## config.mk

```make
export PLATFORM = sky130hd
export DESIGN_NAME = mrd_ram
export DESIGN_NICKNAME = d
export VERILOG_FILES = /design/src/hdl/mrd_ram.sv
export SDC_FILE = /design/constraint.sdc
export NUM_CORES = 2
export LEC_CHECK = 0
export BUFFER_PORTS_ARGS = -buffer_cell sky130_fd_sc_hd__buf_4
export CAP_MARGIN = 20
export CORE_MARGIN = 4
export CORE_UTILIZATION = 57
export CTS_CLUSTER_SIZE = 14
export DETAILED_ROUTE_END_ITERATION = 6
export PLACE_DENSITY = 0.73
export SLEW_MARGIN = 20
export SYNTH_ARGS = -nofsm -noshare
export SYNTH_HDL_FRONTEND = slang
export SYNTH_SLANG_ARGS = --single-unit
export TNS_END_PERCENT = 5
```

## constraint.sdc

```tcl
create_clock -name clk -period 6.95 [get_ports clk]
set_clock_uncertainty 0.2 [all_clocks]
set_input_delay 1.39 -clock clk [delete_from_list [all_inputs] [get_ports clk]]
set_output_delay 1.39 -clock clk [all_outputs]
set_load 0.01 [all_outputs]
```

## src/hdl/mrd_ram.sv

```systemverilog
`default_nettype none
// ----------------------------------------------------------------------------
// mrd_ram
// Single-port byte store with registered read data.
// ----------------------------------------------------------------------------
module mrd_ram #(
	parameter int DEPTH = 256,
	parameter int AW    = 8,
	parameter int DW    = 8
) (
	input  wire  logic          clk,
	input  wire  logic          we,
	input  wire  logic          re,
	input  wire  logic [AW-1:0] addr,
	input  wire  logic [DW-1:0] wdata,
	output logic       [DW-1:0] rdata
);

	logic [DW-1:0] mem [DEPTH];

	always_ff @(posedge clk) begin
		if (we) begin
			mem[addr] <= wdata;
		end
		if (re) begin
			rdata <= mem[addr];
		end
	end

endmodule
`default_nettype wire

```

# Yosys cells after proc, flatten, opt, wreduce, memory -nomap -nowiden
# Memory sizes are Yosys's and may differ from the RTL's. A register that Yosys moved wholly into a read port is not among the register bits.
# Index checks and enable logic that the tools add are counted.
# totals
reg_bits	0
output_inout_bits	8
memories	1
ramBits	2048
wordCells	3
# memory_table
memory	words	word_bits	read_ports	rd_ports_with_merged_regs	write_ports	line	rtl
mem	256	8	1	1	1	19	logic [DW-1:0] mem [DEPTH];
# op_classes
mux	2
# op_table
op	count
two-way mux 1 bit	2

# Longest topological paths before layout
# depth
ltp_word	2
mapped_depth	10
mapped_depth_nobuf	5

# Least setup slack after synthesis
# Ideal clock, no wire load.
# synth_timing
path_type	input port to flip-flop
startpoint	input addr[1]
endpoint	memory mem[111][0], enable pin
t_required_ns	6.380
cell_stages	9
arrival_ns	3.239
slack_ns	3.141
cell_sequence	buf_2 -> clkbuf_1 -> clkbuf_1 -> nand2_1 -> buf_2 -> nor2_1 -> nand2_1 -> clkbuf_1 -> nor2_1
# synth_lines
element	line	rtl
start, declared	14	input wire logic [AW-1:0] addr,
end, declared	19	
# Straight into the memory's write port.

==> impl_metrics.yaml <==
status:
  result_of_the_run: "finished clean"
power:
  peakVddDrop_mv: 0.291
  totalPowerFinal_mw: 25.3
  pwr_density_cell_nw_per_um2: 289
  power.leakage_nw: 26.6
critical_path:
  timing.critical_path.to_type: "register"
  timing.setup.critical_path_class: "input port to register"
  worstPathRequired_ns: 7.27
  timing.reg2reg.worst_path_depth: 6
  setup.reg_to_reg.worst_slack_ns: 3.67
  timing.rr.end: "rdata[5]"
  worstSetupStartpointType: "input port"
  worst_ep_arrival_time_ns: 5.11
  critical_path.reg2reg.startpoint: "mem[211][5]"
  worst_path_maximum_fanout: 65
clock_network:
  cts-hold-fix-buffers: 0
  cts_root_buffer: "sky130_fd_sc_hd__clkbuf_16"
  cts_buffers: 199
  insertion_delay_to_the_later_sink_of_the_worst_skew_pair_ns: 0.85
  cts.sinks: 2056
  cts-root-to-sink-buffers: 3
  post_cts.repair.setup_buffers: 0
  h-tree-depth: 4
  post_cts_resized: 0
  cts_tree: "done"
  clock_pin_slew_of_the_registers_on_the_worst_case_setup_and_hold_paths_ns: 0.07
worst_hold_path:
  min_path_type: "input port to register"
  hold_end: "rdata[7]"
  worst_hold_startpoint: "re"
  worst_hold_path.num_cells: 1
routing:
  firstDrtPassIters: 5
  drt_first_iter_violations: 5308
  wl_per_cell_um: 32.4
  vias_per_instance: 6.70
  detailroute.wirelength.met3_um: 20500
  routed_wl_um: 182000
  num_vias: 37600
  wl_met2_um: 86600
  routedLengthMet1_um: 68700
  detail_route.drc_violations: 0
  highest-signal-layer: "met5"
  routed_antenna_nets: 0
die:
  dieArea_sq_um: 144000
  top_level_ports: 27
  core.rowCount: 135
  fp.coreArea_sq_um: 136000
  die_h_um: 379
  initial_utilization: 0.577
  die_width_um: 379
timing:
  total_negative_slack_ns: 0
  final.hold.worst_slack_ns: 0.767
  setup_ws_post_layout_ns: 2.17
  achievable-frequency_mhz: 209
  max-slew-margin-rel: 0.207
  timing.final.crit_share: 0.688
  final.min_clock_period_ns: 4.78
  setup_viol: 0
  tightest_slew_ns: 1.17
  slew_viol_final: 0
  timing_hold_violations_final: 0
  rsz0062_at_grt: "no"
cells_and_area:
  fin_area_sq_um: 87500
  regArea_sq_um: 61700
  synthToLayoutAreaGrowth_pct: 11.3
  finish.net_count: 3682
  finalCoreUtilization: 0.643
  finalNonFillerCells: 5614
  drive_gt1_frac: 0.251
  multi_input_area_sq_um: 15900
  num-fill-cells: 8698
synthesis:
  ys_seq_elements: 2056
  synth_cell_types: 21
  yosys_warnings: 0
  syn_area_per_cell_sq_um: 22.2
  synth_sequential_area_ratio: 0.786
  synthesis.nets: 3566
  synth_area_sq_um: 78600
  synthCells: 3547
placed_design:
  post-place-ws_ns: 1.27
  placed_cells_incl_taps: 5243
  place.detailed.hpwl_um: 105000
  port-buffer-count: 26
  dpl-instance-area_sq_um: 81100
  gp_congestion: 0.838
grt:
  grt_first_pass_wirelength_um: 266000
  grt_pass1_vias: 38100
  grt_antenna_before_repair: 3
  grt_start_max_net_pins: 150
  globalRouteTotalUtil: 0.258
  globalRoute.totalOverflow: 0
flow_run:
  drv_cap: 0
==> cell usage in the layout, fill, tap and decap left out, drive strengths merged <==
| master | instances |
|---|---|
| inv | 10 |
| nand4 | 8 |
| mux4 | 512 |
| clkinvlp | 7 |
| nand3 | 13 |
| edfxtp | 2056 |
| a21oi | 128 |
| or2 | 2 |
| o41ai | 32 |
| nor3 | 30 |
| buf | 140 |
| clkinv | 97 |
| nand2 | 28 |
| bufinv | 15 |
| diode | 4 |
| nor2b | 7 |
| nor2 | 232 |
| or3 | 1 |
| clkbuf | 246 |
| nand2b | 6 |
| a22oi | 256 |
| and2 | 3 |
==> synthesized netlist by cell type <==
library cell                  n  area [sq um]
sky130_fd_sc_hd__inv_1        1          3.75
sky130_fd_sc_hd__nand2b_1     6          37.5
sky130_fd_sc_hd__nor2b_1      7          43.8
sky130_fd_sc_hd__a22oi_1    256          1920
sky130_fd_sc_hd__buf_6       16           180
sky130_fd_sc_hd__buf_1       19          71.3
sky130_fd_sc_hd__or2_2        2          12.5
sky130_fd_sc_hd__buf_2       36           180
sky130_fd_sc_hd__nand2_1     28           105
sky130_fd_sc_hd__nor3_1      30           150
sky130_fd_sc_hd__buf_4       16           120
sky130_fd_sc_hd__nand4_1      8          50.1
sky130_fd_sc_hd__a21oi_1    128           641
sky130_fd_sc_hd__edfxtp_1  2056         61700
sky130_fd_sc_hd__and2_1       3          18.8
sky130_fd_sc_hd__clkbuf_1   145           544
sky130_fd_sc_hd__or3_1        1          6.26
sky130_fd_sc_hd__o41ai_1     32           280
sky130_fd_sc_hd__nor2_1     232           871
sky130_fd_sc_hd__mux4_2     512         11500
sky130_fd_sc_hd__nand3_1     13          65.1
==> final cells by class <==
cell class,count,area share
tap,1781,0.0255
multi-input combinational,1258,0.181
sequential,2056,0.706
clock inverter,128,0.0128
antenna,4,0.000114
inverter,1,0.0000429
clock buffer,239,0.0594
timing repair buffer,147,0.0150
==> routing by layer <==
metal  vias up  GRT usage
li1      15300          -
met1     19700      0.372
met4         4     0.0868
met2      2187      0.393
met5         -          0
met3       355     0.0678
==> worst max-delay path: stages <==
cell                      delay [ns]
sky130_fd_sc_hd__buf_8          0.52
sky130_fd_sc_hd__buf_12         0.38
sky130_fd_sc_hd__buf_4          0.30
sky130_fd_sc_hd__mux4_2         0.52
sky130_fd_sc_hd__a22oi_1        0.26
sky130_fd_sc_hd__a21oi_1        0.19
sky130_fd_sc_hd__o41ai_1        0.97
sky130_fd_sc_hd__buf_4          0.30
sky130_fd_sc_hd__nand4_1        0.11
==> where the power goes <==
| group | switching, mW | leakage (nW) | internal, mW |
|---|---|---|---|
| Combinational | 0.724 | 4.99 | 0.384 |
| Clock | 4.58 | 3.09 | 5.90 |
| Sequential | 0.0195 | 18.5 | 13.7 |
| Total | 5.32 | 26.6 | 20.0 |
==> registers in the layout, summed over array words and instances, names as in the netlist <==
register	flops
mem	2048
rdata	8
==> kinds of logic (layout without fill, tap and decap cells) <==
group | count (synthesis) | after routing | synth area share
DFF | 2056 | 2056 | 0.786
muxes | 512 | 512 | 0.147
AOI/OAI and AO/OA | 416 | 416 | 0.0362
and+or+nand+nor | 330 | 330 | 0.0173
buffers and inverters | 233 | 515 | 0.0140
other | 0 | 4 | 0
==> worst max-delay path by stage <==
stage | to | slack [ns] | start | cells after the start
final | rdata[5] | 2.17 | addr[0] | 9
after global routing | rdata[5] | 2.05 | addr[0] | 9
after CTS | rdata[5] | 2.20 | addr[0] | 9
after detailed placement | rdata[5] | 1.27 | addr[0] | 9
after global placement | rdata[7] | 0.93 | addr[0] | 7
after floorplan | mem[111][0] | 3.14 | addr[1] | 9
(Power assumes the default switching activity.)
