[config.mk]
export PLATFORM = sky130hd
export DESIGN_NAME = mrd_decode
export DESIGN_NICKNAME = d
export VERILOG_FILES = /design/src/hdl/mrd_pkg.sv /design/src/hdl/mrd_decode.sv
export SDC_FILE = /design/constraint.sdc
export NUM_CORES = 1
export LEC_CHECK = 0
export ABC_AREA = 1
export BUFFER_PORTS_ARGS = -buffer_cell sky130_fd_sc_hd__buf_2
export CORE_MARGIN = 5
export CORE_UTILIZATION = 32
export DETAILED_ROUTE_END_ITERATION = 10
export PLACE_DENSITY = 0.5
export SYNTH_ARGS = -nofsm -noshare
export SYNTH_HDL_FRONTEND = slang
export SYNTH_SLANG_ARGS = --single-unit
[constraint.sdc]
create_clock -name clk -period 4.95 [get_ports clk]
set_input_delay 0.2475 -clock clk [delete_from_list [all_inputs] [get_ports clk]]
set_output_delay 0.2475 -clock clk [all_outputs]
set_load 0.1 [all_outputs]
[src/hdl/mrd_pkg.sv]
`default_nettype none
// ----------------------------------------------------------------------------
// mrd_pkg
// Shared constants, codes and types of the memory region decoder.
// ----------------------------------------------------------------------------
package mrd_pkg;

	localparam int NUM_REGIONS  = 4;
	localparam int REGION_BYTES = 16384;
	localparam int TABLE_SLOTS  = 4;

	localparam int STORE_DEPTH = NUM_REGIONS * REGION_BYTES;
	localparam int STORE_AW    = $clog2(STORE_DEPTH);

	localparam int ADDR_W  = 16;
	localparam int LEN_W   = 17;
	localparam int BYTE_W  = 8;
	localparam int COUNT_W = 3;
	localparam int SLOT_W  = 2;
	localparam int CFG_W   = 35;
	localparam int IDX_W   = 3;

	localparam logic [BYTE_W-1:0] MISS_BYTE = 8'hff;

	typedef enum logic [1:0] {
		OP_READ  = 2'd0,
		OP_WRITE = 2'd1,
		OP_LOAD  = 2'd2,
		OP_NONE  = 2'd3
	} op_t;

	typedef enum logic [IDX_W-1:0] {
		CFG_COUNT   = 3'd0,
		CFG_REGION0 = 3'd1,
		CFG_REGION1 = 3'd2,
		CFG_REGION2 = 3'd3,
		CFG_REGION3 = 3'd4
	} cfg_idx_t;

	typedef struct packed {
		logic              active;
		logic              writable;
		logic [LEN_W-1:0]  length;
		logic [ADDR_W-1:0] start;
	} region_t;

	typedef struct packed {
		logic                rd_en;
		logic                wr_en;
		logic                hit;
		logic [STORE_AW-1:0] idx;
	} acc_t;

	function automatic logic [STORE_AW-1:0] store_index(input logic [SLOT_W-1:0] slot,
		input logic [ADDR_W-1:0] off);
		int sum;
		sum = int'(slot) * REGION_BYTES + int'(off);
		return sum[STORE_AW-1:0];
	endfunction

endpackage
`default_nettype wire

[src/hdl/mrd_decode.sv]
`default_nettype none
// ----------------------------------------------------------------------------
// mrd_decode
// Region table registers and parallel region comparators.
// ----------------------------------------------------------------------------
module mrd_decode (
	input  wire  logic                          clk,
	input  wire  logic                          arst_n,
	input  wire  logic                          cfg_we,
	input  wire  logic [mrd_pkg::IDX_W-1:0]     cfg_index,
	input  wire  logic [mrd_pkg::CFG_W-1:0]     cfg_data,
	input  wire  mrd_pkg::op_t                  op,
	input  wire  logic [mrd_pkg::ADDR_W-1:0]    address,
	input  wire  logic [mrd_pkg::SLOT_W-1:0]    load_region,
	output mrd_pkg::acc_t                       acc
);
	import mrd_pkg::*;

	logic [COUNT_W-1:0] count_q;
	region_t            region_q [TABLE_SLOTS];

	logic [COUNT_W-1:0] live;
	logic [ADDR_W-1:0]  off      [TABLE_SLOTS];
	logic [ADDR_W+1:0]  end_addr [TABLE_SLOTS];
	logic               in_range [TABLE_SLOTS];
	logic               rd_any;
	logic               wr_any;
	logic [SLOT_W-1:0]  rd_sel;
	logic [SLOT_W-1:0]  wr_sel;

	always_ff @(posedge clk or negedge arst_n) begin
		if (!arst_n) begin
			count_q     <= '0;
			region_q[0] <= '0;
			region_q[1] <= '0;
			region_q[2] <= '0;
			region_q[3] <= '0;
		end else if (cfg_we) begin
			case (cfg_idx_t'(cfg_index))
				CFG_COUNT:   count_q     <= cfg_data[COUNT_W-1:0];
				CFG_REGION0: region_q[0] <= region_t'(cfg_data);
				CFG_REGION1: region_q[1] <= region_t'(cfg_data);
				CFG_REGION2: region_q[2] <= region_t'(cfg_data);
				CFG_REGION3: region_q[3] <= region_t'(cfg_data);
				default: ;
			endcase
		end
	end

	always_comb begin
		live = (count_q > COUNT_W'(NUM_REGIONS)) ? COUNT_W'(NUM_REGIONS) : count_q;
		for (int r = 0; r < TABLE_SLOTS; r++) begin
			off[r]      = address - region_q[r].start;
			end_addr[r] = {2'b00, region_q[r].start} + {1'b0, region_q[r].length};
			in_range[r] = (address >= region_q[r].start)
				&& ({2'b00, address} < end_addr[r])
				&& ({1'b0, off[r]} < LEN_W'(REGION_BYTES))
				&& (COUNT_W'(r) < live);
		end
		rd_any = 1'b0;
		wr_any = 1'b0;
		rd_sel = '0;
		wr_sel = '0;
		for (int r = TABLE_SLOTS - 1; r >= 0; r--) begin
			if (in_range[r] && region_q[r].active) begin
				rd_any = 1'b1;
				rd_sel = SLOT_W'(r);
			end
			if (in_range[r] && region_q[r].active && region_q[r].writable) begin
				wr_any = 1'b1;
				wr_sel = SLOT_W'(r);
			end
		end

		acc = '0;
		case (op)
			OP_READ: begin
				acc.rd_en = rd_any;
				acc.hit   = rd_any;
				acc.idx   = store_index(rd_sel, off[rd_sel]);
			end
			OP_WRITE: begin
				acc.wr_en = wr_any;
				acc.hit   = wr_any;
				acc.idx   = store_index(wr_sel, off[wr_sel]);
			end
			OP_LOAD: begin
				if (({1'b0, load_region} < COUNT_W'(NUM_REGIONS))
					&& ({1'b0, address} < LEN_W'(REGION_BYTES))) begin
					acc.wr_en = 1'b1;
					acc.hit   = 1'b1;
				end
				acc.idx = store_index(load_region, address);
			end
			default: ;
		endcase
	end

endmodule
`default_nettype wire

# After elaboration in Yosys (flattened, before gate mapping)
# Index checks and enable logic that the tools add are counted.
# totals
latch_bits,0
inputBits,61
ff_bits,143
rom_bits,0
output_inout_bits,19
elab_cells,110
n_memories,0
ram_bits,0
# classes
n_div,0
n_addsub,11
n_bitwise,2
magnitude_cmp,20
n_reduce_logical,27
n_mux,27
n_shift,0
multipliers,0
n_eq_ne,6
# op_table
cell,count
$lt A16 B15 Y1 const B,5
$add A16 B17 Y18,4
$lt A16 B18 Y1,4
$bmux W16 S2,2
$ge A16 B16 Y1,4
$mux W16,4
$sub A16 B16 Y16,4
$pmux W17 S3,1
$add A16 B16 Y16,3
$logic_and A1 B1 Y1,20
$mux W2,9
$reduce_and A2 Y1,5
$mux W1,9
$eq A3 B2 Y1 const B,2
$ge A3 B3 Y1 const B,2
$lt A1 B3 Y1 const A,2
$lt A2 B3 Y1 const A,2
$not A2 Y3,2
$eq A3 B1 Y1 const B,1
$eq A3 B3 Y1 const B,1
$gt A3 B3 Y1 const B,1
$logic_not A3 Y1,1
$mux W3,1
$eq A2 B1 Y1 const B,1
other kinds (3),3

# Logic depth before layout (Yosys ltp)
# Gate-level depths: netlist of run 1.
# logic_depth
ltp_word,17
ltp_mapped,33
mapped_depth_nobuf,32

# Worst setup path before layout of run 1
# No wires, ideal clock.
# synth_path
path_type,reg2out
from,register region_q[2] (netlist name)
to,output port acc[17] (netlist name)
stages_incl_launch_ff,22
arrival_ns,5.379
required_time_ns,4.703
setup_slack_ns,-0.677
path_buffers,0
cell_sequence,dfrtp_1 -> ha_1 -> a21oi_1 -> o21ai_0 -> a21o_1 -> a21oi_1 -> inv_1 -> a21oi_1 -> o21ai_0 -> a21boi_0 -> xor2_1 -> ha_1 -> a21oi_1 -> o31a_1 -> nand2_1 -> nand2_1 -> nand2_1 -> nand2_1 -> nand3_2 -> o21ai_2 -> o21ai_0 -> a21boi_0
# synth_rtl
element,line_no,source
from (decl),mrd_decode.sv:20,region_t region_q [TABLE_SLOTS];
to (decl),mrd_decode.sv:15,output mrd_pkg::acc_t acc

==> impl_metrics.ini, run 1 <==
[status]
outcome = finished, violations left
violations = negative setup slack

[detailed_routing]
drt_iter0_drc = 1141
drcViolationCount = 0
drt-met1-wl_mm = 27.7
wl_met2_mm = 27.7
highest-signal-layer = met4
met3WireLength_mm = 2.76
viasPerCell = 5.13
drt-total-wl_mm = 59.4
wl_per_cell_um = 19.9
ant_nets = 0
routed-via-count = 15300
first_pass_iters = 5

[clock_tree]
cts_buffers = 17
clkTransAtPathRegs_ps = 60
ctsLongestPathBuffers = 2
clk_latency_ps = 450
cts_tree = built
h-tree-depth = 4
cts.sinks = 143
cts_root_buffer = clkbuf_16

[timing]
finalCriticalPeriod_ps = 5110
finalSetupViolCount = 17
tns_ps = -1380
relSlewSlack_pct = 31.1
finalMaxSlewViolations = 0
rsz0062_at_grt = true
clock.fmax_mhz = 196
fin_ws_ps = -164
hold_viol_final = 0
fin_crit_sh_pct = 103
worst_pin_slew_ps = 1030
skew_ps = 0

[global_routing]
track_usage_pct = 23.1
grt_start_max_net_pins = 71
grt_first_pass_wirelength_mm = 89.3
grt_antenna_before_repair = 2
gr-total-overflow = 0
grt_pass1_vias = 14800

[power_and_ir_drop]
power.density_nw_per_um2 = 426
clockPowerShare_pct = 17.6
p_leak_nw = 9.44
intPower_mw = 4.05
p_switching_mw = 3.75
ir_drop_v = 0.000317
pwr-share-comb_pct = 61.9
switching_share_pct = 48.1
p_seq_share_pct = 20.6

[synth]
avgSynthCellArea_sq_um = 6.85
synth_warnings = 0
yosysSeqAreaShare_pct = 23.9
synth_area_leader_cell = dfrtp_1
ys.flop_type = dfrtp_1
ys_async_sr_fraction_pct = 100
syn_nets = 2449
synth_edf_count = 0
synth_top_area_share_pct = 23.9
synth_area_leaders = dfrtp_1 (24%), ha_1 (16%), nand2_1 (15%)
synthTopCellsByCount = nand2_1 (592), inv_1 (262), ha_1 (195)
yosysUniqueCellTypes = 51
yosys_register_bits = 143
netlist_instances = 2185
netlist_area_sq_um = 15000
yosysMostFrequentCell = nand2_1

[floorplan]
ios = 80
die_h_um = 226
num_rows = 79
core_sq_um = 46500
die_area_sq_um = 51200
die_w_um = 226
initial_utilization_pct = 32.2

[critical_path]
start_kind = register
cp_max_fo = 7
slowest_delay_ps = 380
path_class = register to output port
worst_setup_path_end_kind = output port
cp_common_cell = nand2_1
crit_arrival_ps = 4870
cp.required_ps = 4700
cp_slowest_cell = dfrtp_1

[finish]
nets = 2625
syn_to_final_growth_pct = 22.4
final_core_util_pct = 39.4
final_cells = 2981
drive_gt1_share_pct = 17.0

[placement]
dp_cells = 2927
place.gp.congestion = 0.967
dpl.hpwl_mm = 48.0
pre_cts_ws_ps = 0.137
io_buffers = 79

[min_path]
min_path_type = primary input to register

[run]
maxCapViolCount = 0
## stage by stage
stage / hold slack, ps / area (sq um) / power, mW
2_1_floorplan: -48.1 / 15000 / 4.64
3_3_place_gp: 287 / 17000 / 6.13
3_5_place_dp: 290 / 17000 / 6.18
4_1_cts: 132 / 18100 / 7.71
5_1_grt: 146 / 18300 / 8.44
6_report: 149 / 18300 / 7.80
## layer usage
layer	GRT usage, %	up-vias
met1	31.7	7274
met4	6.37	0
met5	0	-
li1	-	7517
met2	38.3	435
met3	2.95	79
## what timing repair did
action                     4_1_cts  5_1_grt
gates cloned                     1        0
hold buffers                     1        0
pin swaps                       51       37
buffers inserted                17        5
setup endpoints to repair       19       19
resized for setup               87       47
hold endpoints to repair        62        0
## critical path: cells and delay by family (launching register included)
| family | cells | cell delay, ps |
|---|---|---|
| XOR/XNOR | 1 | 70 |
| buffers and inverters | 5 | 670 |
| adder cells (fa/ha/maj) | 4 | 960 |
| flip-flops | 1 | 380 |
| AO/OA/AOI/OAI | 2 | 400 |
| AND/OR/NAND/NOR | 18 | 1900 |
## power by group through the flow
stage,combinational [mW],clock (mW),sequential [mW]
3_3_place_gp,4.52,0,1.61
5_1_grt,5.36,1.45,1.63
2_1_floorplan,3.11,0,1.53
4_1_cts,4.72,1.40,1.60
3_5_place_dp,4.56,0,1.61
6_report,4.83,1.37,1.60
## cell families after synthesis
| family | after synthesis | synth area share, % |
|---|---|---|
| DFF | 143 | 23.9 |
| buffers and inverters | 323 | 9.07 |
| xor gates and xnor gates | 107 | 6.31 |
| adders and majority gates | 203 | 17.4 |
| and+or+nand+nor | 1013 | 29.1 |
| AOI/OAI and AO/OA | 396 | 14.3 |
## registers in the layout, indices dropped and copies added, names as in the netlist
signal,count
region_q,140
count_q,3
## cell type report
| cell class | instances | area, sq um |
|---|---|---|
| Antenna cell | 1 | 2.50 |
| Timing Repair Buffer | 214 | 1840 |
| Tap cell | 607 | 759 |
| Sequential cell | 143 | 3580 |
| Clock buffer | 19 | 453 |
| Inverter | 266 | 1010 |
| Multi-Input combinational cell | 1719 | 10500 |
| Fill cell | 4943 | 28100 |
| Clock inverter | 12 | 160 |
## layout by cell type, fill, tap and decap left out, drive strengths merged, types with 2 or more instances in the layout
master / n
nor3: 16
xnor2: 40
inv: 267
nor4: 2
clkbuf: 19
a21oi: 143
dfrtp: 143
fa: 8
and2: 3
o21a: 3
buf: 212
ha: 195
a21o: 18
a211oi: 2
nand2: 604
xor2: 67
clkinv: 4
bufinv: 3
nand4: 13
o21bai: 9
clkinvlp: 4
a21boi: 5
o21ai: 199
a31oi: 11
o31ai: 2
nor2: 177
nand3b: 12
nand3: 184
## worst paths after layout
kind,depth (start not counted),slack (ps),to,startpoint
min in group asynchronous,2,380,region_q[100],arst_n
max reg2reg,3,3950,region_q[37],region_q[37]
max in group asynchronous,3,3390,region_q[0],arst_n
max,30,-160,acc[15],region_q[70]
min,3,150,region_q[40],cfg_data[5]
min reg2reg,2,490,region_q[34],region_q[34]
No activity file was read; power rests on OpenSTA's default activity.
==> inputs of run 2 (changes only) <==
--- a/config.mk
+++ b/config.mk
@@ -5,7 +5,6 @@
 export SDC_FILE = /design/constraint.sdc
 export NUM_CORES = 1
 export LEC_CHECK = 0
-export ABC_AREA = 1
 export BUFFER_PORTS_ARGS = -buffer_cell sky130_fd_sc_hd__buf_2
 export CORE_MARGIN = 5
 export CORE_UTILIZATION = 32
==> run 2 against run 1 <==
  * The flow still finishes with violations (negative setup slack)
  * Routed wire length shrank 12%
  * Global-route usage fell by 1.6 points
  * First-iteration DRC count fell by 26%
  * Fmax is 19% lower
  * Clock skew unchanged
  * Combinational power grew 31%
  * Critical path type unchanged
  * Core utilization increased by 3.3 points
  * Synthesized cell count fell by 29%
  * Worst hold slack worse by 67 ps
==> impl_metrics.ini, run 2 <==
[min_path]
whs_path_depth = 2
hold_end = region_q[139]
min_path_type = primary input to register
min-delay-start = cfg_data[34]

[clock_tree]
h-tree-depth = 4
cts.sinks = 143
cts_buffers = 17
clk_latency_ps = 450
ctsLongestPathBuffers = 2
cts_root_buffer = clkbuf_16
clkTransAtPathRegs_ps = 60
cts_tree = built

[critical_path]
timing.rr.end = region_q[45]
crit_buf_inv = 5
path_class = register to output port
cp.required_ps = 4700
worst_setup_path_end_kind = output port
start_kind = register
reg2reg_from = region_q[45]
crit_family = compound AO/OA/AOI/OAI gates
crit_arrival_ps = 6070
reg2reg_slack_ps = 3970
cp_max_fo = 3
cp_slowest_cell = or4_4
crit_cells = 27
slowest_delay_ps = 490
r2r_cells = 2

[finish]
n_antenna_cell = 0
multi_input_area_sq_um = 10600
nets = 2147
drive_gt1_share_pct = 32.5
final_core_util_pct = 42.8
largest_reg_flops = 140
syn_to_final_growth_pct = 33.2
final_common_cell = buf_4
top_register = region_q
seq_area_sq_um = 3580
reg_top3 = region_q x140, count_q x3
fillers = 4351
final_cell_mix = buf_4 (243), ha_1 (190), dfrtp_1 (143), nand2_1 (115), mux2_2 (109)

[timing]
skew_ps = 0
finalMaxSlewViolations = 0
finalSetupViolCount = 19
hold_viol_final = 0
relSlewSlack_pct = 29.2
rsz0062_at_grt = true
worst_pin_slew_ps = 1060
fin_crit_sh_pct = 128
fin_ws_ps = -1370
tns_ps = -21740
finalCriticalPeriod_ps = 6320
clock.fmax_mhz = 158

[placement]
place.gp.congestion = 0.948
io_buffers = 79
dpl.hpwl_mm = 42.2

[detailed_routing]
first_pass_iters = 5
drcViolationCount = 0
viasPerCell = 5.38
ant_nets = 0
routed-via-count = 13400
highest-signal-layer = met4
met3WireLength_mm = 2.14
drt_iter0_drc = 850
wl_met2_mm = 23.7
wl_per_cell_um = 20.9
drt-total-wl_mm = 52.0
drt-met1-wl_mm = 24.7

[synth]
synth_area_leader_cell = dfrtp_1
syn_nets = 1818
avgSynthCellArea_sq_um = 9.08
synthTopCellsByCount = ha_1 (195), dfrtp_1 (143), a21oi_1 (124), mux2_2 (124), nand2_1 (117)
yosysMostFrequentCell = ha_1
netlist_instances = 1554
synth_warnings = 0
synth_area_leaders = dfrtp_1 (25%), ha_1 (17%), mux2_2 (9.9%)
netlist_area_sq_um = 14100
ys.flop_type = dfrtp_1
synth_top_area_share_pct = 25.4
yosysSeqAreaShare_pct = 25.4
synth_edf_count = 0
yosysUniqueCellTypes = 82
yosys_register_bits = 143
ys_async_sr_fraction_pct = 100

[global_routing]
grt_first_pass_wirelength_mm = 78.8
grt_start_max_net_pins = 105
track_usage_pct = 21.5
gr-total-overflow = 0
grt_antenna_before_repair = 0
grt_pass1_vias = 13400

[status]
outcome = finished, violations left
violations = negative setup slack

[floorplan]
initial_utilization_pct = 32.1
core_sq_um = 43900
ios = 80
num_rows = 77
die_h_um = 220
die_area_sq_um = 48400
die_w_um = 220

[power_and_ir_drop]
finalPower_mw = 9.38
power.density_nw_per_um2 = 499
p_leak_nw = 8.48
ir_drop_v = 0.000245

[run]
maxCapViolCount = 0
==> run 2: changes by cell type in the layout (fill, tap and decap cells not counted), moves of 31 or more <==
cell,change
buf_4,+126
inv_1,-164
mux2_2,+109
nand2_1,-462
nand3_1,-136
nor2_1,-56
nor2_2,-40
o21ai_0,-80
xor2_1,-31
==> run 2: where the power goes <==
group          switching (mW)  internal, mW
clock network           0.559         0.870
logic                    3.32          3.00
registers               0.213          1.42
==> run 2: worst max-delay path by stage <==
stage,startpoint,endpoint,slack [ps]
floorplan,region_q[0],acc[15],-790
global placement,region_q[70],acc[6],-1330
detailed placement,region_q[70],acc[6],-1410
CTS,region_q[70],acc[15],-1480
global route,region_q[70],acc[1],-1640
finish,region_q[70],acc[15],-1370
==> run 2: cell families (layout without fill, tap and decap cells) <==
kind of cell	after synthesis	in the layout	synth area share (%)
adder cells (fa/ha/maj)	203	203	18.4
AND/OR/NAND/NOR	346	346	11.9
flip-flops	143	143	25.4
multiplexers	159	159	12.6
XOR/XNOR	93	93	5.77
AO/OA/AOI/OAI	479	479	22.2
buffers and inverters	131	473	3.78
==> run 2: stage by stage <==
step	area, sq um	hold WS, ps	setup WS (ps)	std cells
floorplan	14400	-48.1	-795	1554
global placement	17400	449	-1330	2436
detailed placement	17400	441	-1410	2436
CTS	18600	59.1	-1480	2489
global route	18800	77.5	-1640	2488
finish	18800	81.6	-1370	2488
==> run 2: area by class of cell <==
type / instances / area share [%]
multi-input combinational: 1280 / 56.6
timing repair buffer: 344 / 15.1
sequential: 143 / 19.0
clock inverter: 13 / 0.985
inverter: 97 / 1.95
clock buffer: 19 / 2.41
tap: 592 / 3.94
==> run 2: repair_timing <==
item / 4_1_cts / 5_1_grt
setup endpoints to repair: 19 / 19
cloned: 3 / 0
pin swaps: 28 / 33
hold endpoints to repair: 48 / 0
resized for setup: 93 / 64
hold buffers: 1 / 0
setup buffers: 18 / 7
==> run 2: per-layer routing <==
metal / vias up / track usage, %
met4: 0 / 6.22
met2: 315 / 34.6
li1: 6428 / -
met1: 6578 / 30.6
met3: 73 / 2.17
met5: - / 0
==> run 2: worst register-to-register path: cells and delay by family, from the launching register on <==
family | cells | cell delay, ps
muxes | 1 | 260
buffers and inverters | 1 | 170
DFF | 1 | 440
